===== src/rtl/ptc_pkg.sv =====
package ptc_pkg;

  // reference temperatures of the four calibration points
  localparam int REF_A = 200;
  localparam int REF_B = 260;
  localparam int REF_C = 330;
  localparam int REF_D = 400;

  localparam int AMB_W      = 8;   // ambient temperature, signed
  localparam int DELTA_W    = 9;   // ambient difference, signed
  localparam int SLOPE_W    = 9;   // out_max - out_min, always positive, up to 328
  localparam int OUT_LO_W   = 11;  // out_min, signed, -128..585
  localparam int OUT_W      = 15;
  localparam int OUT_DATA_W = 16;
  localparam int OUT_MAX    = 32767;

  localparam int CFG_IDX_W = 3;
  localparam logic [CFG_IDX_W-1:0] REG_CAL_200 = 3'd0;
  localparam logic [CFG_IDX_W-1:0] REG_CAL_260 = 3'd1;
  localparam logic [CFG_IDX_W-1:0] REG_CAL_330 = 3'd2;
  localparam logic [CFG_IDX_W-1:0] REG_CAL_400 = 3'd3;
  localparam logic [CFG_IDX_W-1:0] REG_CAL_AMB = 3'd4;

  // travels alongside the division
  typedef struct packed {
    logic                       neg;     // divisor was negative
    logic                       zero;    // degenerate segment
    logic signed [OUT_LO_W-1:0] out_lo;
  } ptc_side_t;

endpackage


===== src/rtl/ptc_front.sv =====
module ptc_front #(
  parameter int ADC_BITS = 12
) (
  input  logic                            clk,
  input  logic                            rst_n,
  input  logic                            in_valid,
  output logic                            in_ready,
  input  logic [ADC_BITS-1:0]             raw,
  input  logic [ptc_pkg::AMB_W-1:0]       amb,
  input  logic [ADC_BITS-1:0]             cal_200,
  input  logic [ADC_BITS-1:0]             cal_260,
  input  logic [ADC_BITS-1:0]             cal_330,
  input  logic [ADC_BITS-1:0]             cal_400,
  input  logic [ptc_pkg::AMB_W-1:0]       cal_amb,
  output logic                            out_valid,
  input  logic                            out_ready,
  output logic [ADC_BITS+ptc_pkg::SLOPE_W-1:0] prod,
  output logic [ADC_BITS-1:0]             div_mag,
  output ptc_pkg::ptc_side_t              side
);

  localparam int NW  = ADC_BITS + ptc_pkg::SLOPE_W;
  localparam int LW  = ptc_pkg::OUT_LO_W;
  localparam int DW  = ptc_pkg::DELTA_W;

  logic signed [DW-1:0]      delta;
  logic signed [LW-1:0]      amb_ext;
  logic signed [LW-1:0]      delta_ext;
  logic signed [LW-1:0]      slope0_w;
  logic [ADC_BITS-1:0]       in_lo;
  logic [ADC_BITS-1:0]       in_hi;
  logic [ptc_pkg::SLOPE_W-1:0] slope;
  logic signed [LW-1:0]      out_lo;
  logic [ADC_BITS:0]         span;
  logic [ADC_BITS:0]         span_abs;
  ptc_pkg::ptc_side_t        side_nxt;

  logic                        s1_valid_r;
  logic [ADC_BITS-1:0]         s1_diff_r;
  logic [ptc_pkg::SLOPE_W-1:0] s1_slope_r;
  logic [ADC_BITS-1:0]         s1_mag_r;
  ptc_pkg::ptc_side_t          s1_side_r;
  logic                        s2_valid_r;
  logic [NW-1:0]               s2_prod_r;
  logic [ADC_BITS-1:0]         s2_mag_r;
  ptc_pkg::ptc_side_t          s2_side_r;
  logic                        s1_ready;
  logic                        s2_ready;

  assign delta     = $signed({amb[7], amb}) - $signed({cal_amb[7], cal_amb});
  assign amb_ext   = $signed({{(LW-8){amb[7]}}, amb});
  assign delta_ext = $signed({{(LW-DW){delta[DW-1]}}, delta});
  // first segment runs from ambient_now to 200 + d: rise is 200 - cal_ambient
  assign slope0_w  = LW'(ptc_pkg::REF_A) - $signed({{(LW-8){cal_amb[7]}}, cal_amb});

  always_comb begin
    if (raw < cal_200) begin
      in_lo  = '0;
      in_hi  = cal_200;
      out_lo = amb_ext;
      slope  = slope0_w[ptc_pkg::SLOPE_W-1:0];
    end else if (raw < cal_260) begin
      in_lo  = cal_200;
      in_hi  = cal_260;
      out_lo = LW'(ptc_pkg::REF_A) + delta_ext;
      slope  = ptc_pkg::SLOPE_W'(ptc_pkg::REF_B - ptc_pkg::REF_A);
    end else if (raw < cal_330) begin
      in_lo  = cal_260;
      in_hi  = cal_330;
      out_lo = LW'(ptc_pkg::REF_B) + delta_ext;
      slope  = ptc_pkg::SLOPE_W'(ptc_pkg::REF_C - ptc_pkg::REF_B);
    end else begin
      // top segment also extrapolates; its span may be zero or negative
      in_lo  = cal_330;
      in_hi  = cal_400;
      out_lo = LW'(ptc_pkg::REF_C) + delta_ext;
      slope  = ptc_pkg::SLOPE_W'(ptc_pkg::REF_D - ptc_pkg::REF_C);
    end
  end

  assign span            = {1'b0, in_hi} - {1'b0, in_lo};
  assign span_abs        = span[ADC_BITS] ? (~span + 1'b1) : span;
  assign side_nxt.neg    = span[ADC_BITS];
  assign side_nxt.zero   = (span == '0);
  assign side_nxt.out_lo = out_lo;

  assign s2_ready = !s2_valid_r || out_ready;
  assign s1_ready = !s1_valid_r || s2_ready;
  assign in_ready = s1_ready;

  always_ff @(posedge clk) begin
    if (!rst_n) begin
      s1_valid_r <= 1'b0;
      s2_valid_r <= 1'b0;
    end else begin
      if (s1_ready) s1_valid_r <= in_valid;
      if (s2_ready) s2_valid_r <= s1_valid_r;
    end
  end

  always_ff @(posedge clk) begin
    if (s1_ready && in_valid) begin
      s1_diff_r  <= raw - in_lo;
      s1_slope_r <= slope;
      s1_mag_r   <= span_abs[ADC_BITS-1:0];
      s1_side_r  <= side_nxt;
    end
    if (s2_ready && s1_valid_r) begin
      s2_prod_r <= NW'(s1_diff_r) * NW'(s1_slope_r);
      s2_mag_r  <= s1_mag_r;
      s2_side_r <= s1_side_r;
    end
  end

  assign out_valid = s2_valid_r;
  assign prod      = s2_prod_r;
  assign div_mag   = s2_mag_r;
  assign side      = s2_side_r;

endmodule


===== src/rtl/ptc_cell.sv =====
// One restoring-division step: takes the next numerator bit into the
// partial remainder and shifts one quotient bit into the low end.
module ptc_cell #(
  parameter int ADC_BITS = 12,
  parameter int NW       = 21
) (
  input  logic                  clk,
  input  logic                  rst_n,
  input  logic                  in_valid,
  output logic                  in_ready,
  input  logic [ADC_BITS-1:0]   in_rem,
  input  logic [NW-1:0]         in_nq,
  input  logic [ADC_BITS-1:0]   in_div,
  input  ptc_pkg::ptc_side_t    in_side,
  output logic                  out_valid,
  input  logic                  out_ready,
  output logic [ADC_BITS-1:0]   out_rem,
  output logic [NW-1:0]         out_nq,
  output logic [ADC_BITS-1:0]   out_div,
  output ptc_pkg::ptc_side_t    out_side
);

  logic                valid_r;
  logic [ADC_BITS-1:0] rem_r;
  logic [NW-1:0]       nq_r;
  logic [ADC_BITS-1:0] div_r;
  ptc_pkg::ptc_side_t  side_r;
  logic [ADC_BITS:0]   trial;
  logic [ADC_BITS:0]   diff;
  logic                qbit;
  logic [ADC_BITS-1:0] rem_nxt;

  assign trial   = {in_rem, in_nq[NW-1]};
  assign diff    = trial - {1'b0, in_div};
  assign qbit    = (trial >= {1'b0, in_div});
  assign rem_nxt = qbit ? diff[ADC_BITS-1:0] : trial[ADC_BITS-1:0];

  assign in_ready = !valid_r || out_ready;

  always_ff @(posedge clk) begin
    if (!rst_n) begin
      valid_r <= 1'b0;
    end else if (in_ready) begin
      valid_r <= in_valid;
    end
  end

  always_ff @(posedge clk) begin
    if (in_ready && in_valid) begin
      rem_r  <= rem_nxt;
      nq_r   <= {in_nq[NW-2:0], qbit};
      div_r  <= in_div;
      side_r <= in_side;
    end
  end

  assign out_valid = valid_r;
  assign out_rem   = rem_r;
  assign out_nq    = nq_r;
  assign out_div   = div_r;
  assign out_side  = side_r;

endmodule


===== src/rtl/piecewise_tip_temperature_calibration.sv =====
// Tip temperature calibration: maps a raw ADC reading to degrees Celsius by
// piecewise-linear interpolation through four calibration readings (200, 260,
// 330 and 400 degrees, each shifted by ambient_now - cal_ambient), ramping from
// ambient_now at reading 0 and extrapolating past the last point. One reading
// is taken per clock while the pipeline is not held by backpressure. Each passes
// the segment-select and multiply stages, the row of divider cells that resolves
// one quotient bit per cell, and the output stage. Any stage holds under
// backpressure while free stages upstream keep filling. Results below zero
// read 0, above 32767 read 32767. Write the calibration registers (index
// 0..3 points, 4 ambient) only while no reading is in flight.
module piecewise_tip_temperature_calibration #(
  parameter int ADC_BITS = 12
) (
  input  logic                                     clk,
  input  logic                                     rst_n,
  input  logic                                     in_tvalid,
  output logic                                     in_tready,
  // raw_reading [ADC_BITS-1:0], ambient_now [ADC_BITS+7:ADC_BITS], zero fill
  input  logic [((ADC_BITS+ptc_pkg::AMB_W+7)/8)*8-1:0] in_tdata,
  output logic                                     out_tvalid,
  input  logic                                     out_tready,
  // tip_celsius [14:0], zero fill [15]
  output logic [ptc_pkg::OUT_DATA_W-1:0]           out_tdata,
  input  logic                                     cfg_valid,
  output logic                                     cfg_ready,
  input  logic [ptc_pkg::CFG_IDX_W-1:0]            cfg_index,
  input  logic [ADC_BITS-1:0]                      cfg_data
);

  localparam int NW = ADC_BITS + ptc_pkg::SLOPE_W;
  localparam int TW = NW + 2;

  logic [ADC_BITS-1:0]       cal_200_r;
  logic [ADC_BITS-1:0]       cal_260_r;
  logic [ADC_BITS-1:0]       cal_330_r;
  logic [ADC_BITS-1:0]       cal_400_r;
  logic [ptc_pkg::AMB_W-1:0] cal_amb_r;

  logic                      c_valid [0:NW];
  logic                      c_ready [0:NW];
  logic [ADC_BITS-1:0]       c_rem   [0:NW];
  logic [NW-1:0]             c_nq    [0:NW];
  logic [ADC_BITS-1:0]       c_div   [0:NW];
  ptc_pkg::ptc_side_t        c_side  [0:NW];

  logic                      out_valid_r;
  logic [ptc_pkg::OUT_W-1:0] out_temp_r;
  logic                      out_ready_int;
  logic signed [NW:0]        q_signed;
  logic signed [TW-1:0]      t_sum;
  logic [ptc_pkg::OUT_W-1:0] t_clamped;

  // configuration
  assign cfg_ready = 1'b1;

  always_ff @(posedge clk) begin
    if (!rst_n) begin
      cal_200_r <= ADC_BITS'(1100);
      cal_260_r <= ADC_BITS'(1800);
      cal_330_r <= ADC_BITS'(2500);
      cal_400_r <= ADC_BITS'(3700);
      cal_amb_r <= ptc_pkg::AMB_W'(25);
    end else if (cfg_valid) begin
      case (cfg_index)
        ptc_pkg::REG_CAL_200: cal_200_r <= cfg_data;
        ptc_pkg::REG_CAL_260: cal_260_r <= cfg_data;
        ptc_pkg::REG_CAL_330: cal_330_r <= cfg_data;
        ptc_pkg::REG_CAL_400: cal_400_r <= cfg_data;
        ptc_pkg::REG_CAL_AMB: cal_amb_r <= cfg_data[ptc_pkg::AMB_W-1:0];
        default: ;
      endcase
    end
  end

  ptc_front #(
    .ADC_BITS(ADC_BITS)
  ) u_front (
    .clk      (clk),
    .rst_n    (rst_n),
    .in_valid (in_tvalid),
    .in_ready (in_tready),
    .raw      (in_tdata[ADC_BITS-1:0]),
    .amb      (in_tdata[ADC_BITS+ptc_pkg::AMB_W-1:ADC_BITS]),
    .cal_200  (cal_200_r),
    .cal_260  (cal_260_r),
    .cal_330  (cal_330_r),
    .cal_400  (cal_400_r),
    .cal_amb  (cal_amb_r),
    .out_valid(c_valid[0]),
    .out_ready(c_ready[0]),
    .prod     (c_nq[0]),
    .div_mag  (c_div[0]),
    .side     (c_side[0])
  );

  assign c_rem[0] = '0;

  for (genvar i = 0; i < NW; i++) begin : g_cell
    ptc_cell #(
      .ADC_BITS(ADC_BITS),
      .NW      (NW)
    ) u_cell (
      .clk      (clk),
      .rst_n    (rst_n),
      .in_valid (c_valid[i]),
      .in_ready (c_ready[i]),
      .in_rem   (c_rem[i]),
      .in_nq    (c_nq[i]),
      .in_div   (c_div[i]),
      .in_side  (c_side[i]),
      .out_valid(c_valid[i+1]),
      .out_ready(c_ready[i+1]),
      .out_rem  (c_rem[i+1]),
      .out_nq   (c_nq[i+1]),
      .out_div  (c_div[i+1]),
      .out_side (c_side[i+1])
    );
  end

  // sign back onto the quotient (truncation toward zero), add the base, clamp
  always_comb begin
    if (c_side[NW].zero) begin
      q_signed = '0;
    end else if (c_side[NW].neg) begin
      q_signed = -$signed({1'b0, c_nq[NW]});
    end else begin
      q_signed = $signed({1'b0, c_nq[NW]});
    end
    t_sum = $signed({{(TW-ptc_pkg::OUT_LO_W){c_side[NW].out_lo[ptc_pkg::OUT_LO_W-1]}},
                     c_side[NW].out_lo})
          + $signed({q_signed[NW], q_signed});
    if (t_sum[TW-1]) begin
      t_clamped = '0;
    end else if (t_sum > $signed(TW'(ptc_pkg::OUT_MAX))) begin
      t_clamped = ptc_pkg::OUT_W'(ptc_pkg::OUT_MAX);
    end else begin
      t_clamped = t_sum[ptc_pkg::OUT_W-1:0];
    end
  end

  assign out_ready_int = !out_valid_r || out_tready;
  assign c_ready[NW]   = out_ready_int;

  always_ff @(posedge clk) begin
    if (!rst_n) begin
      out_valid_r <= 1'b0;
    end else if (out_ready_int) begin
      out_valid_r <= c_valid[NW];
    end
  end

  always_ff @(posedge clk) begin
    if (out_ready_int && c_valid[NW]) begin
      out_temp_r <= t_clamped;
    end
  end

  // remainder of the last cell is not needed
  logic unused_rem;
  assign unused_rem = ^c_rem[NW] ^ ^c_div[NW];

  assign out_tvalid = out_valid_r;
  assign out_tdata  = {1'b0, out_temp_r};

endmodule


===== config.mk =====
export PLATFORM = sky130hd
export DESIGN_NAME = piecewise_tip_temperature_calibration
export DESIGN_NICKNAME = d
export VERILOG_FILES = /design/src/rtl/ptc_pkg.sv /design/src/rtl/ptc_front.sv /design/src/rtl/ptc_cell.sv /design/src/rtl/piecewise_tip_temperature_calibration.sv
export SDC_FILE = /design/constraint.sdc
export NUM_CORES = 2
export LEC_CHECK = 0
export ABC_CLOCK_PERIOD_IN_PS = 7700
export BUFFER_PORTS_ARGS = -buffer_cell sky130_fd_sc_hd__buf_2
export CAP_MARGIN = 20
export CORE_MARGIN = 5
export CORE_UTILIZATION = 64
export DETAILED_ROUTE_END_ITERATION = 8
export HOLD_SLACK_MARGIN = 0.02
export PLACE_DENSITY = 0.81
export SLEW_MARGIN = 30
export SYNTH_ARGS = -nofsm -noshare
export SYNTH_HDL_FRONTEND = slang
export SYNTH_SLANG_ARGS = --single-unit
export TNS_END_PERCENT = 1

===== constraint.sdc =====
create_clock -name clk -period 7.7 [get_ports clk]
set_input_delay 1.54 -clock clk [delete_from_list [all_inputs] [get_ports clk]]
set_output_delay 1.54 -clock clk [all_outputs]
set_load 0.03 [all_outputs]

==> results.md <==
| Parameter | Reported |
|---|---|
| Count of routing violations after the opening detailed-route iteration | 3027 |
| Static Leak | 26.86 nW |
| CTS tree | built |
| First-pass iteration count of the detailed router | 6 |
| Maximum clock frequency | 166.2 MHz |
| Synthesized netlist cell count | 4781 |
| Sequential fraction of the synthesis area | 62.87% |
| Worst IR Drop VDD | 0.5008 mV |
| CP Launch Type | input port |
| Post-route clock period utilization | 78.12% |
| Wire length of the first global-routing pass | 203200 um |
| Crit path arrival time | 6.50 ns |
| Resized Gates After CTS | 0 |
| Worst flop-to-flop path startpoint | u_front.s1_slope_r[2] |
| MaxCap Viol Count | 0 |
| Total wirelength of the detailed-routed design | 127300 um |
| Aggregate global-route resource usage | 23.88% |
| Power density of the placed cells | 256.5 nW/um2 |
| CTS buffer count | 137 |
| Width of the die | 327.9 um |
| Number of enable-type register cells in the synthesized netlist | 1301 |
| Pin slew with the least headroom to its limit | 0.8789 ns |
| Critical path class | input port to flop |
| Final min period | 6.016 ns |
| Run status | finished clean |
| Postcts setup bufs | 0 |
| Worst rel slew slack | 41.22% |
| Net count after synthesis | 5296 |
| Die Span Y | 327.9 um |
| Final setup violation count | 0 |
| Post-layout instance area | 71350 um2 |
| Number of unique standard cell types used by synthesis | 80 |
| Pin count of the biggest net entering global routing | 81 |
| Number of instances on the worst hold path | 0 |
| Wire length per cell | 20.11 um |
| Initial core utilization | 64.59% |
| Antenna diodes | 0 |
| R2R depth | 18 |
| Floorplan Core Area | 100100 um2 |
| Commonest register cell after synthesis | sky130_fd_sc_hd__edfxtp_1 |
| Initial antenna violation count | 0 |
| Post-CTS Hold Fix Bufs | 0 |
| Cell at the root of the clock tree | sky130_fd_sc_hd__clkbuf_16 |
| Post-layout util | 71.24% |
| Clk_lat worst skew | 0.76 ns |
| Filler cells | 6308 |
| CP Capture Type | flop |
| Total via count after detailed routing | 37663 |
| Worst Hold Class | flop to flop |
| Antenna Violating Nets Remaining | 0 |
| Post-synthesis area per instance | 13.53 um2 |
| Congestion Overflow GR | 0 |
| Post-detailed-placement cell area | 66730 um2 |
| Final slew viol count | 0 |
| Final setup slack of the worst path | 1.684 ns |
| Layout Area Growth over Synthesis | 10.30% |
| Critical register-to-register path endpoint | u_front.prod[19] |
| Fraction of registers with async set or reset after synthesis | 0% |
| Final weighted congestion of routability-driven global placement | 0.9043 |
| Ratio of routed vias to standard cells | 5.950 |
| Worst setup slack before clock tree synthesis | 1.050 ns |
| Synthesized flop and latch total | 1381 |
| Largest fanout on the critical path | 24 |
| Start point of the worst min-delay path | g_cell[4].u_cell.out_side[12] |
| IO buf count | 56 |
| Worst-case clock buffer depth | 3 |
| Summed negative setup slack over all endpoints | 0 ns |
| Die area | 107500 um2 |
| CTS sink count | 1381 |
| Number of primary I/O pins | 63 |
| Number of warnings printed during yosys synthesis | 0 |
| Pwr Total | 18.30 mW |
| Level count of the clock H-tree | 4 |
| Hold violation count in the final report | 0 |
| Worst Hold Path EP | g_cell[5].u_cell.out_side[12] |
| Worst setup skew after layout | 0.03887 ns |
| Clock slew at the register clock pins of the worst setup and hold paths | 0.06 ns |
| Worst EP required | 8.19 ns |
| DRC errors left | 0 |
| Via count of the first global-routing pass | 38148 |
| Layout cells sized above 1 | 11.09% |
| HPWL after detailed placement | 87800 um |
| Rows | 116 |
| Net count reported at finish | 5436 |
| Reg-to-reg slack, setup | 1.99 ns |
| Synth Cell Area | 64690 um2 |
| Setup repair after global routing missed its margin | false |
## layout by cell type (no fill, tap or decap), types with 24 or more instances in the layout
cell	n
sky130_fd_sc_hd__and2_1	57
sky130_fd_sc_hd__a21boi_0	63
sky130_fd_sc_hd__nor2_1	204
sky130_fd_sc_hd__a21o_1	54
sky130_fd_sc_hd__nand4_1	65
sky130_fd_sc_hd__xor2_1	68
sky130_fd_sc_hd__ha_1	377
sky130_fd_sc_hd__mux2_2	143
sky130_fd_sc_hd__xnor2_1	125
sky130_fd_sc_hd__o211ai_1	51
sky130_fd_sc_hd__dfxtp_1	80
sky130_fd_sc_hd__nor2b_1	91
sky130_fd_sc_hd__o21ai_0	123
sky130_fd_sc_hd__or2_2	37
sky130_fd_sc_hd__inv_1	469
sky130_fd_sc_hd__or3_1	46
sky130_fd_sc_hd__buf_4	30
sky130_fd_sc_hd__o31a_1	28
sky130_fd_sc_hd__nor3_1	70
sky130_fd_sc_hd__edfxtp_1	1301
sky130_fd_sc_hd__a31oi_1	24
sky130_fd_sc_hd__clkbuf_16	138
sky130_fd_sc_hd__clkbuf_1	31
sky130_fd_sc_hd__o21a_1	70
sky130_fd_sc_hd__buf_2	56
sky130_fd_sc_hd__nor4_1	24
sky130_fd_sc_hd__nand3_1	61
sky130_fd_sc_hd__nand2_1	324
sky130_fd_sc_hd__nand2b_1	39
sky130_fd_sc_hd__mux2i_1	57
sky130_fd_sc_hd__o31ai_1	63
sky130_fd_sc_hd__fa_1	94
sky130_fd_sc_hd__a21oi_1	211
sky130_fd_sc_hd__a211oi_1	44
## power breakdown
part,internal [mW],switching [mW]
clock,3.72,2.90
combinational,1.32,1.76
sequential,8.47,0.117
total,13.5,4.78
## cell families (layout without fill, tap and decap cells)
group / Yosys count / after routing / share of synthesized area [%]
compound gates: 852 / 852 / 8.967
xor+xnor: 193 / 193 / 2.613
fa+ha+maj: 471 / 471 / 10.20
buf+inv: 559 / 810 / 3.327
flops: 1381 / 1381 / 62.87
mux: 200 / 200 / 3.371
other cells: 2 / 2 / 0.01161
simple gates: 1123 / 1123 / 8.637
## worst max-delay path by stage
stage | from | endpoint
floorplan | out_tready | g_cell[6].u_cell.out_div[0]
global placement | in_tdata[5] | u_front.s1_mag_r[6]
detailed placement | in_tdata[5] | u_front.s1_mag_r[6]
CTS | in_tdata[6] | u_front.s1_mag_r[11]
global route | in_tdata[6] | u_front.s1_mag_r[11]
finish | in_tdata[5] | u_front.s1_mag_r[11]
## registers in the layout, indices dropped and copies added (netlist names), 13 cells and up
register	count
g_cell.u_cell.out_side	273
u_front.prod	21
g_cell.u_cell.out_valid	21
g_cell.u_cell.out_div	240
g_cell.u_cell.out_nq	441
out_temp_r	15
g_cell.u_cell.out_rem	240
u_front.side	13
u_front.s1_side_r	13
## through the flow
step                cells  hold WS, ns
global placement     6076       0.4002
global route         6330       0.4125
CTS                  6327       0.3993
finish               6330       0.4042
detailed placement   6077       0.4045
floorplan            4781       0.4003
## cell type report
| type | count | area (um2) | share of cell area (%) |
|---|---|---|---|
| well taps | 1298 | 1624 | 2.276 |
| clock buffers | 174 | 3630 | 5.087 |
| inverters | 470 | 1764 | 2.473 |
| clock inverters | 76 | 915.9 | 1.284 |
| flip-flops and latches | 1381 | 40670 | 57.00 |
| multi-input cells | 2841 | 22160 | 31.06 |
| repair buffers | 90 | 586.8 | 0.8225 |
## cells in the mapped netlist, types with 71 or more instances
cell type                  number  area (um2)
sky130_fd_sc_hd__edfxtp_1    1301       39070
sky130_fd_sc_hd__inv_1        469        1760
sky130_fd_sc_hd__ha_1         377        4717
sky130_fd_sc_hd__nand2_1      324        1216
sky130_fd_sc_hd__nor2_1       226       848.3
sky130_fd_sc_hd__a21oi_1      212        1061
sky130_fd_sc_hd__mux2_2       143        1610
sky130_fd_sc_hd__xnor2_1      125        1095
sky130_fd_sc_hd__o21ai_0      123       615.6
sky130_fd_sc_hd__nor2b_1      103       644.4
sky130_fd_sc_hd__fa_1          94        1882
sky130_fd_sc_hd__dfxtp_1       80        1602
sky130_fd_sc_hd__a21boi_0      71       533.0
## critical path: stages
cell and delay [ns]:
sky130_fd_sc_hd__buf_2 0.14, sky130_fd_sc_hd__ha_1 0.21, sky130_fd_sc_hd__or4_4 0.55, sky130_fd_sc_hd__a2111oi_4 0.39, sky130_fd_sc_hd__o211ai_4 0.29, sky130_fd_sc_hd__and2_1 0.40, sky130_fd_sc_hd__buf_4 0.30, sky130_fd_sc_hd__a21oi_1 0.16
sky130_fd_sc_hd__nor2_1 0.05, sky130_fd_sc_hd__a21oi_1 0.14, sky130_fd_sc_hd__o21ai_0 0.12, sky130_fd_sc_hd__ha_1 0.34, sky130_fd_sc_hd__o21a_1 0.14, sky130_fd_sc_hd__or3_1 0.36, sky130_fd_sc_hd__a221oi_1 0.48, sky130_fd_sc_hd__o21ai_0 0.23
sky130_fd_sc_hd__nor4_1 0.32, sky130_fd_sc_hd__a31oi_1 0.16, sky130_fd_sc_hd__xor2_1 0.17
## routing by layer
| metal | global-route usage (%) | share of wire [%] | vias to the layer above |
|---|---|---|---|
| li1 | - | - | 17897 |
| met1 | 28.12 | 38 | 18400 |
| met2 | 43.97 | 53 | 1092 |
| met3 | 3.126 | 4.3 | 274 |
| met4 | 10.54 | 4.5 | 0 |
| met5 | 0 | 0 | - |
(Power assumes the default switching activity.)
